## config.mk

```make
export PLATFORM = sky130hd
export DESIGN_NAME = efe_dp
export DESIGN_NICKNAME = d
export VERILOG_FILES = /design/src/efe_pkg.sv /design/src/efe_dp.sv
export SDC_FILE = /design/constraint.sdc
export NUM_CORES = 2
export LEC_CHECK = 0
export BUFFER_PORTS_ARGS = -buffer_cell sky130_fd_sc_hd__buf_2
export CAP_MARGIN = 20
export CORE_MARGIN = 10
export CORE_UTILIZATION = 60
export DETAILED_ROUTE_END_ITERATION = 10
export PLACE_DENSITY = 0.78
export SYNTH_ARGS = -nofsm -noshare
export SYNTH_HDL_FRONTEND = slang
export SYNTH_SLANG_ARGS = --single-unit
```

## constraint.sdc

```tcl
create_clock -name i_clk -period 10.2 [get_ports i_clk]
set_clock_uncertainty 0.2 [all_clocks]
set_input_delay 1.53 -clock i_clk [delete_from_list [all_inputs] [get_ports i_clk]]
set_output_delay 1.53 -clock i_clk [all_outputs]
set_load 0.01 [all_outputs]
```

## src/efe_pkg.sv

```systemverilog
// Shared types, constants and the level table for the exponential fade envelope.
// No dependencies; efe_dp, efe_ctrl and the top level refer to it by scoped names.
`timescale 1ns / 1ps
`default_nettype none

package efe_pkg;

    localparam int TABLE_BITS = 6;
    localparam int TIME_BITS  = 32;
    localparam int SHIFT_W    = 40;
    localparam int CFG_W      = 32;
    localparam int CFG_IDX_W  = 2;
    localparam int LEVEL_W    = 16;
    localparam int FRAC_W     = 16;

    localparam int LEVELS     = 1 << TABLE_BITS;
    localparam int IDX_W      = TABLE_BITS + 1;
    localparam int DIV_STEPS  = TABLE_BITS + FRAC_W;
    localparam int QUO_W      = DIV_STEPS + 1;
    localparam int CNT_W      = $clog2(DIV_STEPS);

    localparam logic [63:0] Q31_ONE   = 64'd1 << 31;
    localparam logic [63:0] LN100_Q31 = 64'd9889527671;

    typedef logic [TIME_BITS-1:0] t_time;
    typedef logic [SHIFT_W-1:0]   t_shift;
    typedef logic [IDX_W-1:0]     t_idx;
    typedef logic [LEVELS:0][LEVEL_W-1:0] t_level_table;

    typedef enum logic [1:0] {
        KIND_UPDATE   = 2'd0,
        KIND_FREEZE   = 2'd1,
        KIND_UNFREEZE = 2'd2,
        KIND_SET_IN   = 2'd3
    } t_kind;

    typedef enum logic [1:0] {
        SH_NONE      = 2'd0,
        SH_SUB_NOW   = 2'd1,
        SH_ADD_NOW   = 2'd2,
        SH_ADD_DELTA = 2'd3
    } t_shift_op;

    typedef enum logic [1:0] {
        LV_HOLD  = 2'd0,
        LV_ZERO  = 2'd1,
        LV_FULL  = 2'd2,
        LV_CURVE = 2'd3
    } t_lvl_op;

    typedef struct packed {
        logic      load;
        logic      eff;
        logic      sel;
        logic      t_zero;
        t_shift_op sh_op;
        logic      div_init;
        logic      div_step;
        logic      lut;
        logic      mul;
        t_lvl_op   lvl_op;
        logic      out_load;
    } t_dp_cmd;

    typedef struct packed {
        logic past_end;
        logic curve;
        logic full;
        logic set_ok;
    } t_dp_sts;

    // e^(-z), z and result in Q31; elaboration only
    function automatic logic [63:0] exp_neg_q31(input logic [63:0] z);
        logic [63:0] w;
        logic [63:0] term;
        logic [63:0] sum;
        w    = z >> 3;
        term = Q31_ONE;
        sum  = Q31_ONE;
        for (int k = 1; k <= 14; k++) begin
            term = ((term * w) >> 31) / 64'(k);
            if ((k & 1) != 0) begin
                sum = sum - term;
            end else begin
                sum = sum + term;
            end
        end
        for (int s = 0; s < 3; s++) begin
            sum = (sum * sum) >> 31;
        end
        return sum;
    endfunction

    function automatic t_level_table build_level_table();
        t_level_table tbl;
        logic [63:0]  z;
        logic [63:0]  v;
        for (int i = 0; i <= LEVELS; i++) begin
            z = (LN100_Q31 * 64'(i)) / 64'(LEVELS);
            v = (exp_neg_q31(z) + 64'd16384) >> 15;
            tbl[i] = (v > 64'd65535) ? 16'hFFFF : v[LEVEL_W-1:0];
        end
        return tbl;
    endfunction

    localparam t_level_table LEVEL_TABLE = build_level_table();

    // register moved by the sign-extended shift, wrapped to the time width
    function automatic t_time eff_time(input logic [CFG_W-1:0] cfg, input t_shift sh);
        logic [47:0] sx;
        sx = {{(48 - SHIFT_W){sh[SHIFT_W-1]}}, sh};
        return t_time'(48'(cfg) + sx);
    endfunction

endpackage

`default_nettype wire

```

## src/efe_dp.sv

```systemverilog
// Datapath: config registers, time shift, phase compare, restoring divider,
// table interpolation and the output level register. Uses efe_pkg.
`timescale 1ns / 1ps
`default_nettype none

module efe_dp (
    input  wire logic                                  i_clk,
    input  wire logic                                  i_rst_n,
    input  wire efe_pkg::t_dp_cmd                      i_cmd,
    output efe_pkg::t_dp_sts                           o_sts,
    input  wire logic [31:0]                           i_current_time,
    input  wire logic                                  i_cfg_we,
    input  wire logic [efe_pkg::CFG_IDX_W-1:0]         i_cfg_index,
    input  wire logic [efe_pkg::CFG_W-1:0]             i_cfg_data,
    output logic [efe_pkg::LEVEL_W-1:0]                o_fade_level
);

    logic [efe_pkg::CFG_W-1:0] r_cfg [4];
    efe_pkg::t_shift           r_shift;

    efe_pkg::t_time r_now;
    efe_pkg::t_time r_fis, r_fie, r_fos, r_foe;
    efe_pkg::t_time r_num, r_den;
    logic [efe_pkg::TIME_BITS:0]     r_rem;
    logic [efe_pkg::QUO_W-1:0]       r_quo;
    logic [efe_pkg::LEVEL_W-1:0]     r_hi, r_lo, r_level, r_out_level;
    logic [efe_pkg::FRAC_W-1:0]      r_fr;
    logic [31:0]                     r_prod;

    efe_pkg::t_time                  t_set;
    efe_pkg::t_time                  delta;
    logic                            gt_fis, ge_fie, gt_fos, gt_foe;
    logic [efe_pkg::TIME_BITS:0]     rem_sh;
    logic [efe_pkg::TIME_BITS:0]     num_x, den_x;
    efe_pkg::t_idx                   idx, idx_hi, idx_lo;
    logic                            sat;
    logic [31:0]                     rounded;

    // phase decision
    always_comb begin
        gt_foe = r_now > r_foe;
        gt_fos = r_now > r_fos;
        ge_fie = r_now >= r_fie;
        gt_fis = r_now > r_fis;
        t_set  = i_cmd.t_zero ? '0 : r_now;
        delta  = t_set - r_fie;
        o_sts.past_end = gt_foe;
        o_sts.curve    = !gt_foe && (gt_fos || (!ge_fie && gt_fis));
        o_sts.full     = !gt_fos && ge_fie;
        o_sts.set_ok   = (t_set > r_fie) && (t_set <= r_fos);
    end

    always_comb begin
        num_x  = {1'b0, r_num};
        den_x  = {1'b0, r_den};
        rem_sh = {r_rem[efe_pkg::TIME_BITS-1:0], 1'b0};
        idx    = r_quo[efe_pkg::QUO_W-1:efe_pkg::FRAC_W];
        sat    = idx >= efe_pkg::IDX_W'(efe_pkg::LEVELS);
        idx_hi = sat ? efe_pkg::IDX_W'(efe_pkg::LEVELS) : idx;
        idx_lo = sat ? efe_pkg::IDX_W'(efe_pkg::LEVELS) : idx + 1'b1;
        rounded = (r_prod + 32'h0000_8000) >> 16;
    end

    // architectural state: reset to zero
    always_ff @(posedge i_clk) begin
        if (!i_rst_n) begin
            for (int i = 0; i < 4; i++) begin
                r_cfg[i] <= '0;
            end
            r_shift <= '0;
        end else begin
            if (i_cfg_we) begin
                r_cfg[i_cfg_index] <= i_cfg_data;
            end
            unique case (i_cmd.sh_op)
                efe_pkg::SH_NONE:      r_shift <= r_shift;
                efe_pkg::SH_SUB_NOW:   r_shift <= r_shift - efe_pkg::SHIFT_W'(r_now);
                efe_pkg::SH_ADD_NOW:   r_shift <= r_shift + efe_pkg::SHIFT_W'(r_now);
                efe_pkg::SH_ADD_DELTA: r_shift <= r_shift + efe_pkg::SHIFT_W'(delta);
                default:               r_shift <= r_shift;
            endcase
        end
    end

    always_ff @(posedge i_clk) begin
        if (i_cmd.load) begin
            r_now <= efe_pkg::t_time'(48'(i_current_time));
        end
        if (i_cmd.eff) begin
            r_fis <= efe_pkg::eff_time(r_cfg[0], r_shift);
            r_fie <= efe_pkg::eff_time(r_cfg[1], r_shift);
            r_fos <= efe_pkg::eff_time(r_cfg[2], r_shift);
            r_foe <= efe_pkg::eff_time(r_cfg[3], r_shift);
        end
        if (i_cmd.sel) begin
            if (gt_fos) begin
                r_num <= r_now - r_fos;
                r_den <= r_foe - r_fos;
            end else begin
                r_num <= r_fie - r_now;
                r_den <= r_fie - r_fis;
            end
        end
        if (i_cmd.div_init) begin
            if (num_x >= den_x) begin
                r_rem <= num_x - den_x;
                r_quo <= efe_pkg::QUO_W'(1);
            end else begin
                r_rem <= num_x;
                r_quo <= '0;
            end
        end else if (i_cmd.div_step) begin
            if (rem_sh >= den_x) begin
                r_rem <= rem_sh - den_x;
                r_quo <= {r_quo[efe_pkg::QUO_W-2:0], 1'b1};
            end else begin
                r_rem <= rem_sh;
                r_quo <= {r_quo[efe_pkg::QUO_W-2:0], 1'b0};
            end
        end
        if (i_cmd.lut) begin
            r_hi <= efe_pkg::LEVEL_TABLE[idx_hi];
            r_lo <= efe_pkg::LEVEL_TABLE[idx_lo];
            r_fr <= r_quo[efe_pkg::FRAC_W-1:0];
        end
        if (i_cmd.mul) begin
            r_prod <= 32'(r_hi - r_lo) * 32'(r_fr);
        end
        unique case (i_cmd.lvl_op)
            efe_pkg::LV_HOLD:  r_level <= r_level;
            efe_pkg::LV_ZERO:  r_level <= '0;
            efe_pkg::LV_FULL:  r_level <= '1;
            efe_pkg::LV_CURVE: r_level <= r_hi - rounded[efe_pkg::LEVEL_W-1:0];
            default:           r_level <= r_level;
        endcase
        if (i_cmd.out_load) begin
            r_out_level <= r_level;
        end
    end

    assign o_fade_level = r_out_level;

endmodule

`default_nettype wire

```

==> out/results.tsv <==
stage	metric	value	unit
run_status	outcome	finished clean	
logic_synthesis	Primary FF master, synth	edfxtp_1	
clocking	Clk Latency, worst-skew pair	690	ps
final_layout	register area	0.0158	mm^2
setup_path	cell repeated most along the worst path	fa_1	
final_layout	area grow syn2layout	6.79	%
die	Die Ht	323	um
routing	DR vias	45064	
placed_design	Port Buffer Count	101	
routing	drt total wl	154000	um
die	Initial Util	60.3	%
die	# IOs	102	
setup_path	crit path max fanout	16	
setup_path	type of the worst setup path	flop to flop	
timing	Slew @ Worst Pin	1060	ps
timing	Setup-failing EPs final	0	
final_layout	multi-input logic area	0.0362	mm^2
setup_path	critical path's slowest cell	fa_1	
setup_path	worst r2r src	r_hi[1]	
clocking	CTS Buffer Depth	3	
worst_hold_path	Hold Path Depth	0	
final_layout	Top reg by flops	r_cfg	
timing	Rel. slew slack	29.0	%
logic_synthesis	post-synth top area share	27.4	%
placed_design	GPL Wtd Cong	1.01	
grt	initial antenna violation count	3	
grt	vias in the first global route	44528	
worst_hold_path	hold worst-path end	o_fade_level[15]	
final_layout	Fillers	7487	
timing	setup TNS	0	ps
logic_synthesis	number of flops mapped to enable cells by yosys	504	
logic_synthesis	average size of a mapped cell	9.10	um^2
setup_path	CP Launch Type	flop	
setup_path	Reg2Reg Depth	33	
worst_hold_path	Hold Path Origin	r_level[15]	
final_layout	share of cells above drive strength 1	5.43	%
final_layout	Largest register FFs	128	
timing	post-layout minimum cycle time	9400	ps
setup_path	crit end category	flop	
grt	largest net degree at the start of global routing	77	
final_layout	Layout Nets	7053	
routing	DR pass1 iterations	9	
logic_synthesis	adder-cell area share of the yosys netlist	23.9	%
placed_design	DP HPWL	123000	um
die	Die W	323	um
logic_synthesis	Ys Warns	0	
timing	RSZ-0062 raised after global routing	no	
routing	Antenna Nets Post-Route	0	
timing	FMAX	0.106	GHz
setup_path	Critical R2R Capture	r_prod[31]	
logic_synthesis	leading area contributor after synthesis	edfxtp_1	
die	standard-cell rows	111	
logic_synthesis	Post-Synth Simple-Gate Area	15.9	%
grt	gr ovfl total	0	
clocking	CTS clk-pin slew, worst paths	60	ps
logic_synthesis	Post-Synth XOR/XNOR Area	6.65	%
routing	initial DRC count	4020	
clocking	CTS buffer count	59	
grt	first-pass GRT wire length	243000	um
die	die area	0.105	mm^2
clocking	root buffer cell	clkbuf_16	
timing	final hold vios	0	
routing	Vias/cell	6.15	
logic_synthesis	post-synthesis compound-gate area fraction	18.3	%
logic_synthesis	top cells by area, synth	edfxtp_1, ha_1, fa_1	
logic_synthesis	Yosys reg bits	536	
worst_hold_path	Worst Hold Class	flop to flop	
clocking	clock sinks	536	
logic_synthesis	largest family of logic cells by synthesized area	adder cells	
routing	Post-route DRC	0	
timing	fin crit share	92.2	%
setup_path	R2R setup slack	800	ps
grt	aggregate global-route resource usage	29.3	%
flow_run	max-cap viol count	0	
logic_synthesis	post-synthesis mux area share	0.905	%
logic_synthesis	sequential share of the synthesized area	28.6	%
logic_synthesis	Syn Nets	7032	
die	Core Area	0.0915	mm^2
setup_path	Worst Path Required	10400	ps
routing	DR WL/cell	21.0	um
logic_synthesis	Distinct cells, synth	105	
clocking	CTS tree	built	
setup_path	crit-path max cell delay	530	ps
timing	Final Max Tran Viols	0	
logic_synthesis	Synth async-reset ratio	0	%
setup_path	CP arrival	9610	ps
logic_synthesis	Cells after Synth	6063	
clocking	htree depth	2	
logic_synthesis	Mapped Area	0.0552	mm^2
clocking	postcts setup bufs	0	
critical path, delay by kind of cell, from the launching register on:
kind                     cells  cell delay (ps)
adder cells (fa/ha/maj)      8             3630
AO/OA/AOI/OAI               12             2930
buffers and inverters        5              410
flip-flops                   1              460
XOR/XNOR                     1              110
AND/OR/NAND/NOR              7             1420
kinds of logic (layout without fill, tap and decap cells):
group	Yosys count	in the layout
adders and majority gates	889	889
other	0	2
muxes	48	48
buffers and inverters	846	918
and+or+nand+nor	1759	1759
DFF	536	536
xor gates and xnor gates	419	419
AOI/OAI and AO/OA	1566	1566
synth_stat cells, types with 101 or more instances:
cell,number
a21o_1,192
a21oi_1,453
and2_1,241
clkbuf_1,159
edfxtp_1,504
fa_1,274
ha_1,613
inv_1,647
nand2_1,477
nand2b_1,101
nor2_1,381
nor3_1,110
o21ai_0,284
xnor2_1,267
xor2_1,152
final cells by class:
| type | instances | area share [%] |
|---|---|---|
| clock inverter | 44 | 0.847 |
| antenna | 2 | 0.00849 |
| timing repair buffer | 154 | 1.54 |
| multi-input combinational | 4681 | 61.5 |
| inverter | 652 | 4.15 |
| clock buffer | 68 | 2.66 |
| tap | 1186 | 2.52 |
| sequential | 536 | 26.8 |
routing by layer:
layer  GRT usage, %  vias up  routed length, um
li1               -    21434                  -
met1           38.5    21588              64300
met2           48.4     1702              72000
met3           3.04      336              10300
met4           13.2        4               7540
met5              0        -                 26
through the flow:
step | hold slack [ps] | setup slack, ps | instance area (um^2) | util (%) | cells
detailed placement | 205 | 591 | 56900 | 62.1 | 7209
global placement | 204 | 962 | 56900 | 62.1 | 7209
global route | 228 | 122 | 58900 | 64.4 | 7321
floorplan | 200 | 1760 | 55200 | - | 6063
finish | 219 | 797 | 58900 | 64.4 | 7323
CTS | 219 | 585 | 58900 | 64.4 | 7321
cell usage in the layout (no fill, tap or decap), types with 54 or more instances in the layout:
master	instances
xor2_1	152
buf_2	100
a21oi_1	453
a211oi_1	68
fa_1	274
nor2_1	378
nand2b_1	101
and3_1	68
o21ai_0	284
a21o_1	192
inv_1	647
nand2_1	477
o21a_1	73
ha_1	613
nor3_1	109
clkbuf_16	59
edfxtp_1	504
xnor2_1	266
nand4_1	60
o21ai_1	65
nand3_1	96
nor2b_1	94
buf_4	54
and2_1	241
worst max-delay path by stage:
stage | startpoint | to | slack (ps)
after global routing | r_hi[1] | r_prod[31] | 120
after floorplan | r_hi[0] | r_prod[31] | 1760
after CTS | r_hi[1] | r_prod[31] | 590
after global placement | r_hi[0] | r_prod[31] | 960
final | r_hi[1] | r_prod[31] | 800
after detailed placement | r_hi[1] | r_prod[31] | 590
timing repair:
item / in CTS / in global routing
endpoints found under the setup margin: 0 / 1
gates resized for setup: 0 / 1
hold buffers: 0 / 0
Power is not shown: default switching activity piles up to over one toggle a cycle in this logic, so the estimate is an artifact.
