`config.mk`:
```
export PLATFORM = sky130hd
export DESIGN_NAME = efe_ctrl
export DESIGN_NICKNAME = d
export VERILOG_FILES = /design/src/efe_pkg.sv /design/src/efe_ctrl.sv
export SDC_FILE = /design/constraint.sdc
export NUM_CORES = 1
export LEC_CHECK = 0
export BUFFER_PORTS_ARGS = -buffer_cell sky130_fd_sc_hd__buf_4
export CORE_AREA = 5 5 62 64
export CTS_CLUSTER_SIZE = 30
export DETAILED_ROUTE_END_ITERATION = 10
export DIE_AREA = 0 0 67 69
export PLACE_DENSITY_LB_ADDON = 0.05
export REMOVE_ABC_BUFFERS = 1
export SLEW_MARGIN = 5
export SYNTH_ARGS = -nofsm -noshare
export SYNTH_HDL_FRONTEND = slang
export SYNTH_SLANG_ARGS = --single-unit
export TNS_END_PERCENT = 100
```
`constraint.sdc`:
```
create_clock -name i_clk -period 3.9 [get_ports i_clk]
set_input_delay 0.39 -clock i_clk [delete_from_list [all_inputs] [get_ports i_clk]]
set_output_delay 0.39 -clock i_clk [all_outputs]
set_load 0.01 [all_outputs]
```
`src/efe_pkg.sv`:
```
// Shared types, constants and the level table for the exponential fade envelope.
// No dependencies; efe_dp, efe_ctrl and the top level refer to it by scoped names.
`timescale 1ns / 1ps
`default_nettype none

package efe_pkg;

    localparam int TABLE_BITS = 6;
    localparam int TIME_BITS  = 32;
    localparam int SHIFT_W    = 40;
    localparam int CFG_W      = 32;
    localparam int CFG_IDX_W  = 2;
    localparam int LEVEL_W    = 16;
    localparam int FRAC_W     = 16;

    localparam int LEVELS     = 1 << TABLE_BITS;
    localparam int IDX_W      = TABLE_BITS + 1;
    localparam int DIV_STEPS  = TABLE_BITS + FRAC_W;
    localparam int QUO_W      = DIV_STEPS + 1;
    localparam int CNT_W      = $clog2(DIV_STEPS);

    localparam logic [63:0] Q31_ONE   = 64'd1 << 31;
    localparam logic [63:0] LN100_Q31 = 64'd9889527671;

    typedef logic [TIME_BITS-1:0] t_time;
    typedef logic [SHIFT_W-1:0]   t_shift;
    typedef logic [IDX_W-1:0]     t_idx;
    typedef logic [LEVELS:0][LEVEL_W-1:0] t_level_table;

    typedef enum logic [1:0] {
        KIND_UPDATE   = 2'd0,
        KIND_FREEZE   = 2'd1,
        KIND_UNFREEZE = 2'd2,
        KIND_SET_IN   = 2'd3
    } t_kind;

    typedef enum logic [1:0] {
        SH_NONE      = 2'd0,
        SH_SUB_NOW   = 2'd1,
        SH_ADD_NOW   = 2'd2,
        SH_ADD_DELTA = 2'd3
    } t_shift_op;

    typedef enum logic [1:0] {
        LV_HOLD  = 2'd0,
        LV_ZERO  = 2'd1,
        LV_FULL  = 2'd2,
        LV_CURVE = 2'd3
    } t_lvl_op;

    typedef struct packed {
        logic      load;
        logic      eff;
        logic      sel;
        logic      t_zero;
        t_shift_op sh_op;
        logic      div_init;
        logic      div_step;
        logic      lut;
        logic      mul;
        t_lvl_op   lvl_op;
        logic      out_load;
    } t_dp_cmd;

    typedef struct packed {
        logic past_end;
        logic curve;
        logic full;
        logic set_ok;
    } t_dp_sts;

    // e^(-z), z and result in Q31; elaboration only
    function automatic logic [63:0] exp_neg_q31(input logic [63:0] z);
        logic [63:0] w;
        logic [63:0] term;
        logic [63:0] sum;
        w    = z >> 3;
        term = Q31_ONE;
        sum  = Q31_ONE;
        for (int k = 1; k <= 14; k++) begin
            term = ((term * w) >> 31) / 64'(k);
            if ((k & 1) != 0) begin
                sum = sum - term;
            end else begin
                sum = sum + term;
            end
        end
        for (int s = 0; s < 3; s++) begin
            sum = (sum * sum) >> 31;
        end
        return sum;
    endfunction

    function automatic t_level_table build_level_table();
        t_level_table tbl;
        logic [63:0]  z;
        logic [63:0]  v;
        for (int i = 0; i <= LEVELS; i++) begin
            z = (LN100_Q31 * 64'(i)) / 64'(LEVELS);
            v = (exp_neg_q31(z) + 64'd16384) >> 15;
            tbl[i] = (v > 64'd65535) ? 16'hFFFF : v[LEVEL_W-1:0];
        end
        return tbl;
    endfunction

    localparam t_level_table LEVEL_TABLE = build_level_table();

    // register moved by the sign-extended shift, wrapped to the time width
    function automatic t_time eff_time(input logic [CFG_W-1:0] cfg, input t_shift sh);
        logic [47:0] sx;
        sx = {{(48 - SHIFT_W){sh[SHIFT_W-1]}}, sh};
        return t_time'(48'(cfg) + sx);
    endfunction

endpackage

`default_nettype wire

```
`src/efe_ctrl.sv`:
```
// Controller: sequences one item through the datapath, holds frozen/retired
// and the output handshake. Uses efe_pkg.
`timescale 1ns / 1ps
`default_nettype none

module efe_ctrl (
    input  wire logic              i_clk,
    input  wire logic              i_rst_n,
    input  wire logic              i_in_valid,
    output logic                   o_in_ready,
    input  wire logic [1:0]        i_kind,
    input  wire logic              i_out_ready,
    output logic                   o_out_valid,
    output logic                   o_out_level_valid,
    output logic                   o_out_active,
    output efe_pkg::t_dp_cmd       o_cmd,
    input  wire efe_pkg::t_dp_sts  i_sts
);

    typedef enum logic [8:0] {
        S_IDLE = 9'b000000001,
        S_EFF  = 9'b000000010,
        S_SEL  = 9'b000000100,
        S_DIV0 = 9'b000001000,
        S_DIV  = 9'b000010000,
        S_LUT  = 9'b000100000,
        S_MUL  = 9'b001000000,
        S_FIN  = 9'b010000000,
        S_DONE = 9'b100000000
    } t_state;

    t_state                     r_state, n_state;
    efe_pkg::t_kind             r_kind, n_kind;
    logic                       r_frozen, n_frozen;
    logic                       r_retired, n_retired;
    logic                       r_lvl_valid, n_lvl_valid;
    logic                       r_out_valid, n_out_valid;
    logic                       r_out_lvl_valid, n_out_lvl_valid;
    logic                       r_out_active, n_out_active;
    logic [efe_pkg::CNT_W-1:0]  r_cnt, n_cnt;

    always_comb begin
        n_state         = r_state;
        n_kind          = r_kind;
        n_frozen        = r_frozen;
        n_retired       = r_retired;
        n_lvl_valid     = r_lvl_valid;
        n_out_valid     = r_out_valid;
        n_out_lvl_valid = r_out_lvl_valid;
        n_out_active    = r_out_active;
        n_cnt           = r_cnt;
        o_cmd           = '0;
        o_cmd.sh_op     = efe_pkg::SH_NONE;
        o_cmd.lvl_op    = efe_pkg::LV_HOLD;

        if (r_out_valid && i_out_ready) begin
            n_out_valid = 1'b0;
        end

        unique case (r_state)
            S_IDLE: begin
                if (i_in_valid) begin
                    o_cmd.load = 1'b1;
                    n_kind     = efe_pkg::t_kind'(i_kind);
                    n_state    = S_EFF;
                end
            end
            S_EFF: begin
                o_cmd.eff = 1'b1;
                n_state   = S_SEL;
            end
            S_SEL: begin
                o_cmd.sel    = 1'b1;
                o_cmd.t_zero = r_frozen;
                o_cmd.lvl_op = efe_pkg::LV_ZERO;
                n_lvl_valid  = 1'b0;
                n_state      = S_DONE;
                unique case (r_kind)
                    efe_pkg::KIND_UPDATE: begin
                        if (r_retired || r_frozen) begin
                            n_lvl_valid = 1'b0;
                        end else if (i_sts.past_end) begin
                            n_retired = 1'b1;
                        end else if (i_sts.curve) begin
                            n_lvl_valid  = 1'b1;
                            o_cmd.lvl_op = efe_pkg::LV_HOLD;
                            n_state      = S_DIV0;
                        end else begin
                            n_lvl_valid  = 1'b1;
                            o_cmd.lvl_op = i_sts.full ? efe_pkg::LV_FULL : efe_pkg::LV_ZERO;
                        end
                    end
                    efe_pkg::KIND_FREEZE: begin
                        if (!r_frozen) begin
                            n_frozen    = 1'b1;
                            o_cmd.sh_op = efe_pkg::SH_SUB_NOW;
                        end
                    end
                    efe_pkg::KIND_UNFREEZE: begin
                        if (r_frozen) begin
                            n_frozen    = 1'b0;
                            o_cmd.sh_op = efe_pkg::SH_ADD_NOW;
                        end
                    end
                    efe_pkg::KIND_SET_IN: begin
                        if (i_sts.set_ok) begin
                            o_cmd.sh_op = efe_pkg::SH_ADD_DELTA;
                        end
                    end
                    default: n_lvl_valid = 1'b0;
                endcase
            end
            S_DIV0: begin
                o_cmd.div_init = 1'b1;
                n_cnt          = '0;
                n_state        = S_DIV;
            end
            S_DIV: begin
                o_cmd.div_step = 1'b1;
                n_cnt          = r_cnt + 1'b1;
                if (r_cnt == efe_pkg::CNT_W'(efe_pkg::DIV_STEPS - 1)) begin
                    n_state = S_LUT;
                end
            end
            S_LUT: begin
                o_cmd.lut = 1'b1;
                n_state   = S_MUL;
            end
            S_MUL: begin
                o_cmd.mul = 1'b1;
                n_state   = S_FIN;
            end
            S_FIN: begin
                o_cmd.lvl_op = efe_pkg::LV_CURVE;
                n_state      = S_DONE;
            end
            S_DONE: begin
                // result slot is free or being emptied this cycle
                if (!r_out_valid || i_out_ready) begin
                    o_cmd.out_load  = 1'b1;
                    n_out_valid     = 1'b1;
                    n_out_lvl_valid = r_lvl_valid;
                    n_out_active    = !r_retired;
                    n_state         = S_IDLE;
                end
            end
            default: n_state = S_IDLE;
        endcase
    end

    always_ff @(posedge i_clk) begin
        if (!i_rst_n) begin
            r_state         <= S_IDLE;
            r_kind          <= efe_pkg::KIND_UPDATE;
            r_frozen        <= 1'b0;
            r_retired       <= 1'b0;
            r_lvl_valid     <= 1'b0;
            r_out_valid     <= 1'b0;
            r_out_lvl_valid <= 1'b0;
            r_out_active    <= 1'b1;
            r_cnt           <= '0;
        end else begin
            r_state         <= n_state;
            r_kind          <= n_kind;
            r_frozen        <= n_frozen;
            r_retired       <= n_retired;
            r_lvl_valid     <= n_lvl_valid;
            r_out_valid     <= n_out_valid;
            r_out_lvl_valid <= n_out_lvl_valid;
            r_out_active    <= n_out_active;
            r_cnt           <= n_cnt;
        end
    end

    assign o_in_ready        = (r_state == S_IDLE);
    assign o_out_valid       = r_out_valid;
    assign o_out_level_valid = r_out_lvl_valid;
    assign o_out_active      = r_out_active;

endmodule

`default_nettype wire

```
==> results.tsv <==
stage	metric	value	unit
status	status	completed	
sta	setup slack after layout	1.465	ns
synth	most common cell in the synthesized netlist	dfxtp_1	
place	number of I/O port buffers	26	
global_route	aggregate global routing overflow	0	
setup_path	cell count of the worst reg-to-reg path	4	
cells_and_area	count of filler cells inserted in the layout	346	
setup_path	category of the worst setup path capture point	output pin	
clocking	sink count of the clock tree	22	
setup_path	reg2reg end	r_state[4]	
synth	Synth Flop Type	dfxtp_1	
synth	area leader, netlist	dfxtp_1	
setup_path	maximum fanout encountered on the critical timing path	4	
synth	number of flops mapped to enable cells by yosys	0	
sta	final total negative setup slack	0	ns
place	GPL Wtd Cong	0.7549	
detailed_routing	Routed WL	3.017	mm
synth	sequential cell area fraction in the yosys report	34.17	%
global_route	number of antenna violations at the first check in global routing	0	
sta	part of the cycle the worst path needs	62.44	%
detailed_routing	antenna-violating nets left	0	
synth	synth warn	0	
sta	final setup skew	0.006876	ns
detailed_routing	routed length per placed instance	13.65	um
hold_path	min-delay worst type	in2reg	
setup_path	internal reg-to-reg setup slack	2.11	ns
synth	top area cells in the synthesized netlist	dfxtp_1, ha_1, nand3_1	
cells_and_area	final std cells w/o fill	221	
die	total die area	4623	sq um
setup_path	path type of the worst setup path	reg2out	
sta	headroom to the max-slew limit	58.17	%
synth	most numerous cell types in the synthesized netlist	dfxtp_1, nand2_1, nand3_1	
clocking	maximum number of buffers from clock root to sink	2	
cells_and_area	number of nets in the layout	193	
power_and_ir_drop	maximum vdd ir drop	148.5	uV
setup_path	reg-to-reg critical path startpoint	r_state[3]	
hold_path	critical hold path startpoint	i_sts[2]	
place	# placed instances	218	
detailed_routing	via-per-instance ratio	5.416	
clocking	worst skew pair latency	0.30	ns
sta	final critical path time including I/O delays and setup	2.435	ns
sta	highest achievable clock rate	410.6	MHz
power_and_ir_drop	P_leak	0.5913	nW
cells_and_area	fraction of layout instances using a drive strength above 1	20.57	%
clocking	clock tree from TritonCTS	done	
cells_and_area	flip-flop and latch area	440.4	sq um
cells_and_area	multi-input gate area in the final layout	775.7	sq um
die	vertical die dimension	69	um
sta	Tightest Pin Transition	0.6188	ns
global_route	number of global-route vias before repair	1118	
setup_path	Critical path origin	r_kind[0]	
die	placeable core region	3232	sq um
clocking	clock buffer count from CTS	3	
die	Die X	67	um
place	worst slack at placement	1.826	ns
detailed_routing	1st-pass router iterations	4	
detailed_routing	Detailed Route Iter0 Violations	63	
sta	final setup fails	0	
synth	synthesized area	1289	sq um
die	Starting Density	39.88	%
synth	synthesis-stage register bit count	22	
synth	syn_area_per_cell	8.535	sq um
clocking	CTS resizes	0	
sta	Slew Viols, Final	0	
power_and_ir_drop	PD cells	292.9	nW/um^2
synth	Synth top area share	34.17	%
hold_path	Endpoint, Worst Hold	r_state[3]	
setup_path	Crit path required time	3.51	ns
global_route	largest net degree at the start of global routing	14	
clocking	maximum level of the CTS H-tree	1	
clocking	CTS clock-pin slew for the worst setup and hold paths	0.12	ns
clocking	hold buffer count at CTS	0	
setup_path	data arrival at the endpoint of the critical path	2.05	ns
synth	post-synthesis instance total	151	
hold_path	cell count of the worst hold path	2	
sta	Final Hold Viols	0	
detailed_routing	via count	1197	
die	number of ports placed on the die boundary	27	
global_route	GRT Util Overall	13.36	%
synth	async set or reset register ratio after synthesis	0	%
flow_run	Max-Cap Viols	0	
cells_and_area	growth of design area from synthesis to finish	19.03	%
clocking	post-CTS setup repair buffer count	0	
place	post-detail-place hpwl	2.340	mm
cells_and_area	count of inserted antenna diode cells	0	
sta	setup repair after global routing missed its margin	no	
setup_path	kind of launch point of the worst setup path	flop	
global_route	first-pass GRT wire length	5.023	mm
die	FP Rows	21	
detailed_routing	remaining design rule violation count	0	
synth	post-synthesis cell type count	44	
clocking	CTS Root Buffer Type	clkbuf_4	
worst max-delay path: stages, from the launching register on:
cell and delay [ns]:
dfxtp_1 0.36, inv_1 0.09, ha_1 0.20, nor4b_1 0.54, o21ai_0 0.18, a32o_1 0.24, buf_4 0.14
layer usage:
layer  part of all wire (%)  track usage (%)  vias to the layer above
li1                       -                -                      603
met1                     48            17.89                      576
met2                     47            21.18                       16
met3                    3.7            3.734                        2
met4                   0.66            2.703                        0
met5                      0                0                        -
cells by family (layout without fill, tap and decap cells):
kind of cell             count (synthesis)  count (layout)  synth area share (%)
AND/OR/NAND/NOR                         74              74                 35.24
AO/OA/AOI/OAI                           27              27                 14.66
flip-flops                              22              22                 34.17
buffers and inverters                   16              40                 5.630
adder cells (fa/ha/maj)                  6               6                 5.825
XOR/XNOR                                 3               3                 2.039
multiplexers                             3               3                 2.427
per-stage QoR:
stage                     utilization [%]  hold slack, ns  cell area [sq um]  power [mW]
after floorplan                         -          0.4366               1259      0.3136
after global placement              46.77          0.4472               1511      0.3515
after detailed placement            46.77          0.4552               1511      0.3524
after CTS                           47.46          0.3218               1534      0.4552
after global routing                47.46          0.3286               1534      0.4736
final                               47.46          0.3288               1534      0.4492
cells in the final DEF, fill, tap and decap left out, types with 2 or more instances in the layout:
master    count
nand2_1      13
nor2_1        9
nor3_1        8
nand3_1      11
nor3b_1       3
and3_1        2
inv_1         9
xor2_1        3
mux2i_1       2
nand3b_1      3
a21oi_1       7
o21ai_0       4
clkbuf_4      3
or3_1         3
dfxtp_1      22
a32o_1        2
buf_4        26
nor2b_1       4
nand2b_1      3
a31oi_1       3
nor4_1        4
a22oi_1       3
nor4b_1       3
ha_1          6
area by class of cell:
cell class | instances | area share [%]
inverter | 11 | 2.773
timing repair buffer | 26 | 12.72
tap | 46 | 3.752
clock buffer | 3 | 1.468
sequential | 22 | 28.71
multi-input combinational | 113 | 50.57
worst max-delay path by stage:
stage,slack [ns],to,depth (start not counted)
detailed placement,1.83,o_cmd[1],6
global route,1.30,o_cmd[1],6
CTS,1.46,o_cmd[1],6
global placement,1.89,o_cmd[1],6
floorplan,2.13,o_cmd[2],5
finish,1.46,o_cmd[1],6
report_power, final:
group | switching (mW) | internal (mW)
combinational | 0.0615 | 0.0403
clock | 0.0671 | 0.0360
sequential | 0.0121 | 0.232
total | 0.141 | 0.309
state kept, by name, indices dropped and copies added, names as in the netlist:
signal,flops
r_kind,2
o_out_level_valid,1
r_cnt,5
r_frozen,1
r_retired,1
r_state,9
o_out_active,1
r_lvl_valid,1
o_out_valid,1
No activity file was read; power rests on OpenSTA's default activity.
